### src/rtl/ipmb_pkg.sv
package ipmb_pkg;

  // Register indexes on the configuration port
  localparam int CfgIdxW = 2;
  localparam logic [CfgIdxW-1:0] IDX_BLOCK_PAIRS  = 2'd0;
  localparam logic [CfgIdxW-1:0] IDX_COLUMN_COUNT = 2'd1;

  localparam int CfgDataW   = 18;
  localparam int BlkRegW    = 18;
  localparam int ColRegW    = 9;
  localparam logic [BlkRegW-1:0] BLOCK_PAIRS_RST  = 18'd131072;
  localparam logic [ColRegW-1:0] COLUMN_COUNT_RST = 9'd80;
  localparam int MinColumns = 10;

  localparam int SampleW = 8;
  localparam int SqW     = 17;
  localparam int MagW    = 9;
  localparam int ColOutW = 8;

  localparam int FifoDepth = 4;
  localparam int FifoPtrW  = $clog2(FifoDepth);
  localparam int FifoCntW  = $clog2(FifoDepth + 1);

  // One finished bin, handed from the front end to the root unit
  typedef struct packed {
    logic [SqW-1:0]     peak_sq;
    logic [ColOutW-1:0] column;
    logic               last;
  } bin_rec_t;

  typedef enum logic [1:0] {
    BK_IDLE,
    BK_CALC,
    BK_DONE
  } back_state_e;

endpackage

### src/rtl/ipmb_cfg.sv
module ipmb_cfg #(
  parameter int MAX_COLUMNS     = 256,
  parameter int MAX_BLOCK_PAIRS = 131072,
  parameter int CNT_W           = 18,
  parameter int COL_W           = 9,
  parameter int NUM_W           = 18
) (
  input  logic                                clk_i,
  input  logic                                rst_ni,
  input  logic                                cfg_valid_i,
  output logic                                cfg_ready_o,
  input  logic [ipmb_pkg::CfgIdxW-1:0]        cfg_index_i,
  input  logic [ipmb_pkg::CfgDataW-1:0]       cfg_data_i,
  output logic                                busy_o,
  output logic [CNT_W-1:0]                    blk_len_o,
  output logic [CNT_W-1:0]                    bin_len_o
);

  localparam int IT_W = $clog2(NUM_W + 1);

  logic [ipmb_pkg::BlkRegW-1:0] blk_reg_q;
  logic [ipmb_pkg::ColRegW-1:0] col_reg_q;
  logic                         start_q, start_d;
  logic                         run_q;
  logic [IT_W-1:0]              iter_q;
  logic [COL_W-1:0]             rem_q;
  logic [COL_W-1:0]             dvs_q;
  logic [NUM_W-1:0]             quo_q;
  logic [CNT_W-1:0]             pend_blk_q;
  logic [CNT_W-1:0]             pend_bin_q;

  logic [CNT_W-1:0] pairs_c;
  logic [COL_W-1:0] cols_c;
  logic [NUM_W-1:0] num_c;
  logic [COL_W:0]   trial;
  logic             ge;
  logic [COL_W:0]   rem_full;
  logic [NUM_W-1:0] quo_d;
  logic             wr_known;

  assign cfg_ready_o = 1'b1;
  assign wr_known = cfg_valid_i &&
                    (cfg_index_i == ipmb_pkg::IDX_BLOCK_PAIRS ||
                     cfg_index_i == ipmb_pkg::IDX_COLUMN_COUNT);
  assign start_d = wr_known;

  always_comb begin
    if (blk_reg_q == '0) begin
      pairs_c = CNT_W'(1);
    end else if (32'(blk_reg_q) > MAX_BLOCK_PAIRS) begin
      pairs_c = CNT_W'(MAX_BLOCK_PAIRS);
    end else begin
      pairs_c = CNT_W'(blk_reg_q);
    end
    if (32'(col_reg_q) < ipmb_pkg::MinColumns) begin
      cols_c = COL_W'(ipmb_pkg::MinColumns);
    end else if (32'(col_reg_q) > MAX_COLUMNS) begin
      cols_c = COL_W'(MAX_COLUMNS);
    end else begin
      cols_c = COL_W'(col_reg_q);
    end
  end

  // ceil(pairs / cols) by restoring division, one quotient bit a cycle
  assign num_c    = NUM_W'(pairs_c) + NUM_W'(cols_c) - NUM_W'(1);
  assign trial    = {rem_q, quo_q[NUM_W-1]};
  assign ge       = trial >= {1'b0, dvs_q};
  assign rem_full = ge ? trial - {1'b0, dvs_q} : trial;
  assign quo_d    = {quo_q[NUM_W-2:0], ge};

  always_ff @(posedge clk_i or negedge rst_ni) begin
    if (!rst_ni) begin
      blk_reg_q <= ipmb_pkg::BLOCK_PAIRS_RST;
      col_reg_q <= ipmb_pkg::COLUMN_COUNT_RST;
      start_q   <= 1'b1;
      run_q     <= 1'b0;
      iter_q    <= '0;
    end else begin
      if (cfg_valid_i && cfg_index_i == ipmb_pkg::IDX_BLOCK_PAIRS) begin
        blk_reg_q <= cfg_data_i[ipmb_pkg::BlkRegW-1:0];
      end
      if (cfg_valid_i && cfg_index_i == ipmb_pkg::IDX_COLUMN_COUNT) begin
        col_reg_q <= cfg_data_i[ipmb_pkg::ColRegW-1:0];
      end
      start_q <= start_d;
      if (start_q) begin
        run_q  <= 1'b1;
        iter_q <= IT_W'(NUM_W);
      end else if (run_q) begin
        iter_q <= iter_q - IT_W'(1);
        if (iter_q == IT_W'(1)) begin
          run_q <= 1'b0;
        end
      end
    end
  end

  always_ff @(posedge clk_i) begin
    if (start_q) begin
      quo_q      <= num_c;
      rem_q      <= '0;
      dvs_q      <= cols_c;
      pend_blk_q <= pairs_c;
    end else if (run_q) begin
      quo_q <= quo_d;
      rem_q <= rem_full[COL_W-1:0];
      if (iter_q == IT_W'(1)) begin
        pend_bin_q <= CNT_W'(quo_d);
      end
    end
  end

  assign busy_o    = start_q || run_q;
  assign blk_len_o = pend_blk_q;
  assign bin_len_o = pend_bin_q;

endmodule

### src/rtl/ipmb_front.sv
module ipmb_front #(
  parameter int CNT_W  = 18,
  parameter int COLI_W = 8
) (
  input  logic                              clk_i,
  input  logic                              rst_ni,
  input  logic                              in_valid_i,
  output logic                              in_stall_o,
  input  logic [ipmb_pkg::SampleW-1:0]      i_sample_i,
  input  logic [ipmb_pkg::SampleW-1:0]      q_sample_i,
  input  logic                              cfg_busy_i,
  input  logic [CNT_W-1:0]                  pend_blk_i,
  input  logic [CNT_W-1:0]                  pend_bin_i,
  input  logic                              fifo_full_i,
  output logic                              push_o,
  output ipmb_pkg::bin_rec_t                push_rec_o
);

  logic [CNT_W-1:0]         blk_len_q, bin_len_q;
  logic [CNT_W-1:0]         cnt_bin_q, cnt_blk_q;
  logic [COLI_W-1:0]        col_q;
  logic [ipmb_pkg::SqW-1:0] peak_q;

  logic signed [8:0]        di, dq;
  logic signed [17:0]       di2, dq2;
  logic [ipmb_pkg::SqW-1:0] sq, peak_new;
  logic [CNT_W-1:0]         eff_blk, eff_bin, cnt_bin_n, cnt_blk_n;
  logic                     accept, block_start, last_bin, emit;

  assign in_stall_o  = cfg_busy_i || fifo_full_i;
  assign accept      = in_valid_i && !in_stall_o;
  assign block_start = cnt_blk_q == '0;

  // 2x - 255 is {x, 1} with the top bit flipped, read as signed
  assign di  = {~i_sample_i[7], i_sample_i[6:0], 1'b1};
  assign dq  = {~q_sample_i[7], q_sample_i[6:0], 1'b1};
  assign di2 = di * di;
  assign dq2 = dq * dq;
  assign sq  = ipmb_pkg::SqW'(di2[15:0]) + ipmb_pkg::SqW'(dq2[15:0]);

  assign eff_blk   = block_start ? pend_blk_i : blk_len_q;
  assign eff_bin   = block_start ? pend_bin_i : bin_len_q;
  assign peak_new  = (cnt_bin_q == '0 || sq > peak_q) ? sq : peak_q;
  assign cnt_bin_n = cnt_bin_q + CNT_W'(1);
  assign cnt_blk_n = cnt_blk_q + CNT_W'(1);
  assign last_bin  = cnt_blk_n >= eff_blk;
  assign emit      = last_bin || cnt_bin_n >= eff_bin;

  assign push_o             = accept && emit;
  assign push_rec_o.peak_sq = peak_new;
  assign push_rec_o.column  = ipmb_pkg::ColOutW'(col_q);
  assign push_rec_o.last    = last_bin;

  always_ff @(posedge clk_i or negedge rst_ni) begin
    if (!rst_ni) begin
      cnt_bin_q <= '0;
      cnt_blk_q <= '0;
      col_q     <= '0;
      peak_q    <= '0;
    end else if (accept) begin
      if (emit) begin
        cnt_bin_q <= '0;
        peak_q    <= '0;
        if (last_bin) begin
          cnt_blk_q <= '0;
          col_q     <= '0;
        end else begin
          cnt_blk_q <= cnt_blk_n;
          col_q     <= col_q + COLI_W'(1);
        end
      end else begin
        cnt_bin_q <= cnt_bin_n;
        cnt_blk_q <= cnt_blk_n;
        peak_q    <= peak_new;
      end
    end
  end

  // Lengths are sampled at the first pair of each block
  always_ff @(posedge clk_i) begin
    if (accept && block_start) begin
      blk_len_q <= pend_blk_i;
      bin_len_q <= pend_bin_i;
    end
  end

endmodule

### src/rtl/ipmb_fifo.sv
module ipmb_fifo (
  input  logic                clk_i,
  input  logic                rst_ni,
  input  logic                push_i,
  input  ipmb_pkg::bin_rec_t  push_rec_i,
  output logic                full_o,
  input  logic                pop_i,
  output logic                empty_o,
  output ipmb_pkg::bin_rec_t  pop_rec_o
);

  ipmb_pkg::bin_rec_t                   mem_q [ipmb_pkg::FifoDepth];
  logic [ipmb_pkg::FifoPtrW-1:0]        wr_ptr_q, rd_ptr_q;
  logic [ipmb_pkg::FifoCntW-1:0]        cnt_q;

  assign full_o    = cnt_q == ipmb_pkg::FifoCntW'(ipmb_pkg::FifoDepth);
  assign empty_o   = cnt_q == '0;
  assign pop_rec_o = mem_q[rd_ptr_q];

  always_ff @(posedge clk_i or negedge rst_ni) begin
    if (!rst_ni) begin
      wr_ptr_q <= '0;
      rd_ptr_q <= '0;
      cnt_q    <= '0;
    end else begin
      if (push_i) begin
        wr_ptr_q <= wr_ptr_q + ipmb_pkg::FifoPtrW'(1);
      end
      if (pop_i) begin
        rd_ptr_q <= rd_ptr_q + ipmb_pkg::FifoPtrW'(1);
      end
      unique case ({push_i, pop_i})
        2'b10:   cnt_q <= cnt_q + ipmb_pkg::FifoCntW'(1);
        2'b01:   cnt_q <= cnt_q - ipmb_pkg::FifoCntW'(1);
        default: cnt_q <= cnt_q;
      endcase
    end
  end

  always_ff @(posedge clk_i) begin
    if (push_i) begin
      mem_q[wr_ptr_q] <= push_rec_i;
    end
  end

endmodule

### src/rtl/ipmb_back.sv
module ipmb_back (
  input  logic                          clk_i,
  input  logic                          rst_ni,
  input  logic                          empty_i,
  input  ipmb_pkg::bin_rec_t            rec_i,
  output logic                          pop_o,
  output logic                          out_valid_o,
  input  logic                          out_stall_i,
  output logic [ipmb_pkg::MagW-1:0]     peak_magnitude_x2_o,
  output logic [ipmb_pkg::ColOutW-1:0]  column_index_o,
  output logic                          frame_last_o
);

  ipmb_pkg::back_state_e state_q, state_d;

  logic [ipmb_pkg::SqW-1:0]     v_q;
  logic [ipmb_pkg::SqW-1:0]     root_q;
  logic [ipmb_pkg::SqW-1:0]     bit_q;
  logic [ipmb_pkg::ColOutW-1:0] col_q;
  logic                         last_q;
  logic                         out_valid_q;
  logic [ipmb_pkg::MagW-1:0]    mag_q;
  logic [ipmb_pkg::ColOutW-1:0] out_col_q;
  logic                         out_last_q;

  logic [ipmb_pkg::SqW:0]       trial;
  logic                         take;
  logic                         load_out;

  // Digit-by-digit root, two radicand bits per step, nine steps
  assign trial = {1'b0, root_q} + {1'b0, bit_q};
  assign take  = {1'b0, v_q} >= trial;

  always_comb begin
    state_d = state_q;
    unique case (state_q)
      ipmb_pkg::BK_IDLE: if (!empty_i) state_d = ipmb_pkg::BK_CALC;
      ipmb_pkg::BK_CALC: if (bit_q[0]) state_d = ipmb_pkg::BK_DONE;
      ipmb_pkg::BK_DONE: if (!out_valid_q || !out_stall_i) state_d = ipmb_pkg::BK_IDLE;
      default:           state_d = ipmb_pkg::BK_IDLE;
    endcase
  end

  always_comb begin
    pop_o    = 1'b0;
    load_out = 1'b0;
    unique case (state_q)
      ipmb_pkg::BK_IDLE: pop_o    = !empty_i;
      ipmb_pkg::BK_DONE: load_out = !out_valid_q || !out_stall_i;
      default: begin
        pop_o    = 1'b0;
        load_out = 1'b0;
      end
    endcase
  end

  always_ff @(posedge clk_i or negedge rst_ni) begin
    if (!rst_ni) begin
      state_q     <= ipmb_pkg::BK_IDLE;
      out_valid_q <= 1'b0;
    end else begin
      state_q <= state_d;
      if (load_out) begin
        out_valid_q <= 1'b1;
      end else if (!out_stall_i) begin
        out_valid_q <= 1'b0;
      end
    end
  end

  always_ff @(posedge clk_i) begin
    if (pop_o) begin
      v_q    <= rec_i.peak_sq;
      root_q <= '0;
      bit_q  <= ipmb_pkg::SqW'(1) << (ipmb_pkg::SqW - 1);
      col_q  <= rec_i.column;
      last_q <= rec_i.last;
    end else if (state_q == ipmb_pkg::BK_CALC) begin
      if (take) begin
        v_q    <= v_q - trial[ipmb_pkg::SqW-1:0];
        root_q <= (root_q >> 1) + bit_q;
      end else begin
        root_q <= root_q >> 1;
      end
      bit_q <= bit_q >> 2;
    end
    if (load_out) begin
      mag_q      <= root_q[ipmb_pkg::MagW-1:0];
      out_col_q  <= col_q;
      out_last_q <= last_q;
    end
  end

  assign out_valid_o         = out_valid_q;
  assign peak_magnitude_x2_o = mag_q;
  assign column_index_o      = out_col_q;
  assign frame_last_o        = out_last_q;

endmodule

### src/rtl/iq_peak_magnitude_binner.sv
// IQ peak magnitude binner.
// Input channel: one unsigned I/Q byte pair per transfer (in_valid_i / in_stall_o).
// Output channel: one result per bin (out_valid_o / out_stall_i) carrying
// floor(2 * peak magnitude), the bin number and a last-bin-of-block flag.
// Config port: index 0 = block_pairs, index 1 = column_count; other indexes
// are ignored. New values apply from the next block start.
// Each write to either register starts a bin-length divide; the input stalls
// while it runs. The same divide runs right after reset, so the input is
// stalled until that first divide finishes.
// Throughput: the front end takes one pair per cycle unless the config divide
// or a full queue stalls the input. Each bin result passes through the queue
// handoff, the serial square-root unit and the output register load, and the
// root unit takes a new bin only when done with the last; a 4-entry queue
// absorbs bursts of short bins.
// When the receiver stalls the output register holds; the root unit, then the
// queue fill, and once the queue is full the input channel stalls.
module iq_peak_magnitude_binner #(
  parameter int MAX_COLUMNS     = 256,
  parameter int MAX_BLOCK_PAIRS = 131072
) (
  input  logic                                clk_i,
  input  logic                                rst_ni,
  input  logic                                in_valid_i,
  output logic                                in_stall_o,
  input  logic [ipmb_pkg::SampleW-1:0]        i_sample_i,
  input  logic [ipmb_pkg::SampleW-1:0]        q_sample_i,
  output logic                                out_valid_o,
  input  logic                                out_stall_i,
  output logic [ipmb_pkg::MagW-1:0]           peak_magnitude_x2_o,
  output logic [ipmb_pkg::ColOutW-1:0]        column_index_o,
  output logic                                frame_last_o,
  input  logic                                cfg_valid_i,
  output logic                                cfg_ready_o,
  input  logic [ipmb_pkg::CfgIdxW-1:0]        cfg_index_i,
  input  logic [ipmb_pkg::CfgDataW-1:0]       cfg_data_i
);

  localparam int CNT_W  = $clog2(MAX_BLOCK_PAIRS + 1);
  localparam int COL_W  = $clog2(MAX_COLUMNS + 1);
  localparam int COLI_W = $clog2(MAX_COLUMNS);
  localparam int NUM_W  = $clog2(MAX_BLOCK_PAIRS + MAX_COLUMNS);

  logic               cfg_busy;
  logic [CNT_W-1:0]   pend_blk, pend_bin;
  logic               fifo_full, fifo_empty, push, pop;
  ipmb_pkg::bin_rec_t push_rec, pop_rec;

  ipmb_cfg #(
    .MAX_COLUMNS     (MAX_COLUMNS),
    .MAX_BLOCK_PAIRS (MAX_BLOCK_PAIRS),
    .CNT_W           (CNT_W),
    .COL_W           (COL_W),
    .NUM_W           (NUM_W)
  ) u_cfg (
    .clk_i       (clk_i),
    .rst_ni      (rst_ni),
    .cfg_valid_i (cfg_valid_i),
    .cfg_ready_o (cfg_ready_o),
    .cfg_index_i (cfg_index_i),
    .cfg_data_i  (cfg_data_i),
    .busy_o      (cfg_busy),
    .blk_len_o   (pend_blk),
    .bin_len_o   (pend_bin)
  );

  ipmb_front #(
    .CNT_W  (CNT_W),
    .COLI_W (COLI_W)
  ) u_front (
    .clk_i       (clk_i),
    .rst_ni      (rst_ni),
    .in_valid_i  (in_valid_i),
    .in_stall_o  (in_stall_o),
    .i_sample_i  (i_sample_i),
    .q_sample_i  (q_sample_i),
    .cfg_busy_i  (cfg_busy),
    .pend_blk_i  (pend_blk),
    .pend_bin_i  (pend_bin),
    .fifo_full_i (fifo_full),
    .push_o      (push),
    .push_rec_o  (push_rec)
  );

  ipmb_fifo u_fifo (
    .clk_i      (clk_i),
    .rst_ni     (rst_ni),
    .push_i     (push),
    .push_rec_i (push_rec),
    .full_o     (fifo_full),
    .pop_i      (pop),
    .empty_o    (fifo_empty),
    .pop_rec_o  (pop_rec)
  );

  ipmb_back u_back (
    .clk_i               (clk_i),
    .rst_ni              (rst_ni),
    .empty_i             (fifo_empty),
    .rec_i               (pop_rec),
    .pop_o               (pop),
    .out_valid_o         (out_valid_o),
    .out_stall_i         (out_stall_i),
    .peak_magnitude_x2_o (peak_magnitude_x2_o),
    .column_index_o      (column_index_o),
    .frame_last_o        (frame_last_o)
  );

endmodule

### config.mk
export PLATFORM = sky130hd
export DESIGN_NAME = iq_peak_magnitude_binner
export DESIGN_NICKNAME = d
export VERILOG_FILES = /design/src/rtl/ipmb_pkg.sv /design/src/rtl/ipmb_cfg.sv /design/src/rtl/ipmb_front.sv /design/src/rtl/ipmb_fifo.sv /design/src/rtl/ipmb_back.sv /design/src/rtl/iq_peak_magnitude_binner.sv
export SDC_FILE = /design/constraint.sdc
export NUM_CORES = 1
export LEC_CHECK = 0
export ABC_CLOCK_PERIOD_IN_PS = 6820
export BUFFER_PORTS_ARGS = -buffer_cell sky130_fd_sc_hd__buf_2
export CAP_MARGIN = 20
export CORE_MARGIN = 4
export CORE_UTILIZATION = 40
export CTS_CLUSTER_SIZE = 40
export DETAILED_ROUTE_END_ITERATION = 8
export PLACE_DENSITY_LB_ADDON = 0.3
export SLEW_MARGIN = 10
export SYNTH_ARGS = -nofsm -noshare
export SYNTH_HDL_FRONTEND = slang
export SYNTH_SLANG_ARGS = --single-unit
### constraint.sdc
create_clock -name clk_i -period 6.82 [get_ports clk_i]
set_input_delay 1.023 -clock clk_i [delete_from_list [all_inputs] [get_ports clk_i]]
set_output_delay 1.023 -clock clk_i [all_outputs]
set_load 0.02 [all_outputs]
[Yosys cells after proc, flatten, opt, wreduce, memory -nomap -nowiden]
Memories as Yosys holds them, arrays and structs flattened.
Cells that the tools add are included.
Word-level totals
  register bits after elaboration: 283
  input port bits: 41
  memories kept: 1
  RAM bits: 104
Operators by class
  add/subtract/negate cells: 15
  muxes and demuxes: 35
  bitwise operators: 3
  multiply operators: 2
  eq/ne operators: 11
  $lt $le $gt $ge: 8
  reductions and logical operators: 30
Memory list
  u_fifo.mem_q: words 4, bits a word 26, read ports 1, clocked after memory_dff 0, wr ports 1, line ipmb_fifo.sv:12  | ipmb_pkg::bin_rec_t mem_q [ipmb_pkg::FifoDepth];
Operator list (count)
  two-way mux 18 bit: 9
  two-way mux 17 bit: 6
  logical NOT 18 bit: 3
  adder 18 x 1 -> 18 bit, second input constant: 2
  >= comparator 18 bit: 2
  multiplier 9 x 9 -> 16 bit: 2
  two-way mux 9 bit: 3
  adder 17 x 17 -> 18 bit: 1
  adder 18 x 9 -> 18 bit: 1
  >= comparator 17 x 18 -> 1 bit: 1
  > comparator 18 bit, second input constant: 1
  subtractor 18 x 1 -> 18 bit, second input constant: 1
  adder 16 x 16 -> 17 bit: 1
  adder 16 x 17 -> 17 bit: 1
  > comparator 17 bit: 1
  subtractor 17 bit: 1
  >= comparator 10 x 9 -> 1 bit: 1
  two-way mux 5 bit: 2
  > comparator 9 bit, second input constant: 1
  less-than comparator 9 x 4 -> 1 bit, second input constant: 1
  two-way mux 1 bit: 9
  subtractor 9 bit: 1
  adder 8 x 1 -> 8 bit, second input constant: 1
  two-way mux 8 bit: 1
  22 further kinds: 51

[Logic depth before layout (Yosys ltp)]
  depth after elaboration: 7
  mapped depth: 37
  mapped depth without buffers: 34

[Cells and area by module]
Synthesis repeated with hierarchy kept, for this count alone.
Unflattened totals
  cell total of the unflattened synthesis: 2285
  area total of the unflattened synthesis: 25456.9 µm²
By module, submodules not included
  ipmb_front: times used 1, cells an instance 1146, area each 11199.5 µm²
  ipmb_cfg: times used 1, cells an instance 508, area each 5647.9 µm²
  ipmb_back: times used 1, cells an instance 459, area each 4409.2 µm²
  ipmb_fifo: times used 1, cells an instance 172, area each 4200.3 µm²

[Worst setup path after synthesis]
Ideal clock, no wire load.
  kind: input-to-reg
  start: in i_sample_i[7] in the netlist's numbering
  end: mem u_fifo.mem_q[0][20] in the netlist's numbering (data pin)
  setup slack: -1.744 ns
  required time: 6.554 ns
  arrival: 8.298 ns
  setup time: 0.266 ns
  cell stages on the path: 30
  buffers on the path: 3
  path through: clkbuf_1 inv_1 fa_1 fa_1 fa_1 fa_1 inv_1 fa_1 inv_1 ha_1 inv_1 o21ai_0 a21o_1 a21o_1 xor2_1 ha_1 or2_2 a21oi_1 a21oi_1 a21o_1 a21oi_1 xnor2_1 ha_1 a21o_1 a21o_1 o41ai_1 o41a_1 buf_2 buf_2 mux2_2
RTL lines
  from (decl): line iq_peak_magnitude_binner.sv:25  | input logic [ipmb_pkg::SampleW-1:0] i_sample_i,
  to (decl): line ipmb_fifo.sv:12

==> impl_metrics.py <==
metrics = {
    "min_path": {
        "min_from": "u_back.col_q[5]",
        "whs_path_depth": 0,
        "min_path_type": "register to register",
    },
    "logic_synthesis": {
        "ys_warn_count": 0,
        "synthDistinctLibCells": 79,
        "synth.largest_area_cell": "edfxtp_1",
        "async_flop_share_pct": 27.1,
        "netlist_instances": 2214,
        "synth.top_cell.area_share_pct": 29.9,
        "syn_nets": 2577,
        "netlist_top_cells_area": "edfxtp_1 30%, ha_1 11%, dfrtp_1 10%",
        "synth_seq_cells": 387,
        "synth-main-ff-cell": "edfxtp_1",
        "yosysMostFrequentCell": "edfxtp_1",
        "postSynthAreaPerCell_um2": 11.2,
        "syn-cell-area_um2": 24800,
        "synth-edff-count": 247,
        "yosys-top-cells-count": "247 x edfxtp_1, 237 x inv_1, 215 x ha_1, 181 x nand2_1, 116 x nor2_1",
        "yosysSeqAreaShare_pct": 43.4,
    },
    "global_routing": {
        "antenna_found_initial": 1,
        "grt.total_usage_pct": 15.4,
        "grt_pass1_vias": 17365,
        "grt_first_pass_wirelength_mm": 85.7,
        "grt_max_degree": 69,
        "overflow": 0,
    },
    "clock_tree": {
        "clockRootBuffer": "clkbuf_16",
        "clock_latency_ns": 0.56,
        "cts_tree": "built",
        "cts.sinks": 387,
        "htree_levels": 2,
        "cts.reportedPaths.clkPinSlew_ns": 0.06,
        "cts_buffers": 40,
        "max-clock-path-buffers": 3,
    },
    "run": {
        "drv_cap": 0,
    },
    "setup_path": {
        "r2r_cells": 21,
        "worstPathArrival_ns": 7.93,
        "crit_family": "adder cells",
        "critPathMaxStageDelay_ns": 0.55,
        "crit_type": "input pin to register",
        "timing.rr.start": "u_front.cnt_bin_q[0]",
        "required_ns": 7.12,
        "crit_path_end_kind": "register",
        "crit_fanout": 7,
        "critical_path.startpoint": "i_sample_i[5]",
        "cp-start-kind": "input pin",
        "worst-path-buf-inv": 7,
        "cp.depth": 30,
        "cpMaxStageDelayCell": "fa_1",
    },
    "placement": {
        "routabilityCongestion": 0.874,
        "pre_cts_ws_ns": -1.44,
        "dp.cells": 3130,
        "dp_hpwl_mm": 37.7,
        "io_buffers": 60,
    },
    "routing": {
        "routed_wl_mm": 50.7,
        "post_drt_wl_per_cell_um": 15.7,
        "viasPerCell": 5.21,
        "vias": 16784,
        "dr.pass1.iters": 5,
        "drc": 0,
        "drt_iter0_drc": 911,
        "drtAntennaViolNets": 0,
    },
    "timing": {
        "fin_worst_skew_ns": 0.0249,
        "slew_violations": 0,
        "worst_pin_slew_ns": 1.10,
        "rsz0062_at_grt": "true",
        "setup_slack_ns": -0.810,
        "hold_viol_final": 0,
        "fin_crit_sh_pct": 112,
        "relSlewSlack_pct": 26.7,
        "period_minus_slack_ns": 7.63,
        "holdWs_ns": 0.417,
        "setup_violations": 85,
        "max_freq_mhz": 131,
    },
    "floorplanning": {
        "die_y_um": 257,
        "die_area_um2": 66000,
        "coreArea_um2": 60800,
        "pin_count": 62,
        "initial_core_util_pct": 40.7,
        "placementRows": 90,
        "die_w_um": 257,
    },
    "finish": {
        "nNetsFinal": 2775,
        "final_cell_count_no_fill": 3224,
        "n_fill_cell": 5452,
        "antenna_cells": 0,
        "layout-drive-gt1-share_pct": 18.6,
        "area_growth_pct": 16.5,
    },
    "run_status": {
        "violations": "setup timing",
        "status": "complete, but fails checks",
    },
}
==> routing by layer <==
metal | up-vias | routed length, µm | GRT usage (%)
met5 | - | 0 | 0
met4 | 0 | 1100 | 4.12
met3 | 74 | 1930 | 2.18
met2 | 293 | 23800 | 25.8
met1 | 8180 | 23800 | 21.1
li1 | 8237 | - | -
==> final cells by class <==
class / count / area [µm²] / area share [%]
multi-input combinational: 1519 / 13200 / 45.9
sequential: 387 / 10800 / 37.3
timing repair buffer: 227 / 1710 / 5.91
clock buffer: 59 / 1120 / 3.89
tap: 782 / 978 / 3.39
inverter: 237 / 895 / 3.10
clock inverter: 13 / 164 / 0.568
==> final timing paths <==
check	endpoint	slack [ns]
max	u_fifo.mem_q[2][21]	-0.81
min	u_back.column_index_o[5]	0.42
max reg2reg	u_fifo.cnt_q[2]	1.37
min reg2reg	u_back.column_index_o[5]	0.42
max in group asynchronous	u_front.cnt_bin_q[3]	5.02
min in group asynchronous	u_cfg.iter_q[4]	0.52
==> cells in the final DEF, fill, tap and decap left out, drive strengths merged, types with 26 or more instances in the layout <==
cell,synthesis,routed
nand2b,26,26
dfrtp,101,101
edfxtp,247,247
o21ai,113,113
inv,237,239
ha,215,215
mux2,59,59
a21oi,95,95
fa,107,107
xor2,50,50
dfxtp,35,35
mux4,26,26
xnor2,97,97
nand3,52,52
a31oi,30,30
buf,22,225
clkbuf,49,61
nand2,181,181
nor2,117,117
nor3,26,26
mux2i,41,41
a21o,37,37
==> timing repair <==
item,CTS,global route
resized for setup,46,37
hold endpoints to repair,0,0
pin swaps,6,37
gates cloned,1,2
setup endpoints to repair,85,85
buffers inserted,9,12
hold buffers,0,0
==> per-stage QoR <==
| stage | area [µm²] | utilization [%] | setup TNS (ns) |
|---|---|---|---|
| after floorplan | 24900 | - | -75.89 |
| after CTS | 28600 | 47.0 | -66.23 |
| final | 28800 | 47.4 | -63.31 |
| after global placement | 27000 | 44.4 | -102.32 |
| after global routing | 28800 | 47.4 | -84.53 |
| after detailed placement | 27000 | 44.4 | -118.52 |
==> logic make-up (layout without fill, tap and decap cells) <==
group,after synthesis,count (layout),synth area share [%]
compound gates,392,392,10.2
xor+xnor,147,147,5.20
fa+ha+maj,322,322,19.5
buf+inv,308,536,4.74
flops,387,387,43.4
mux,126,126,6.70
other cells,1,1,0.0151
simple gates,531,531,10.2
==> registers in the layout, indices dropped and copies added (netlist names), 17 cells and up <==
signal	cells
u_cfg.bin_len_o	18
u_cfg.blk_len_o	18
u_front.cnt_blk_q	18
u_fifo.mem_q	104
u_front.peak_q	17
u_front.bin_len_q	18
u_back.root_q	17
u_cfg.blk_reg_q	18
u_front.blk_len_q	18
u_back.v_q	17
u_front.cnt_bin_q	18
u_cfg.quo_q	18
Power is left out: the tool's default activity adds up to more than one toggle a clock period on the data nets, which glitch-free logic cannot reach.
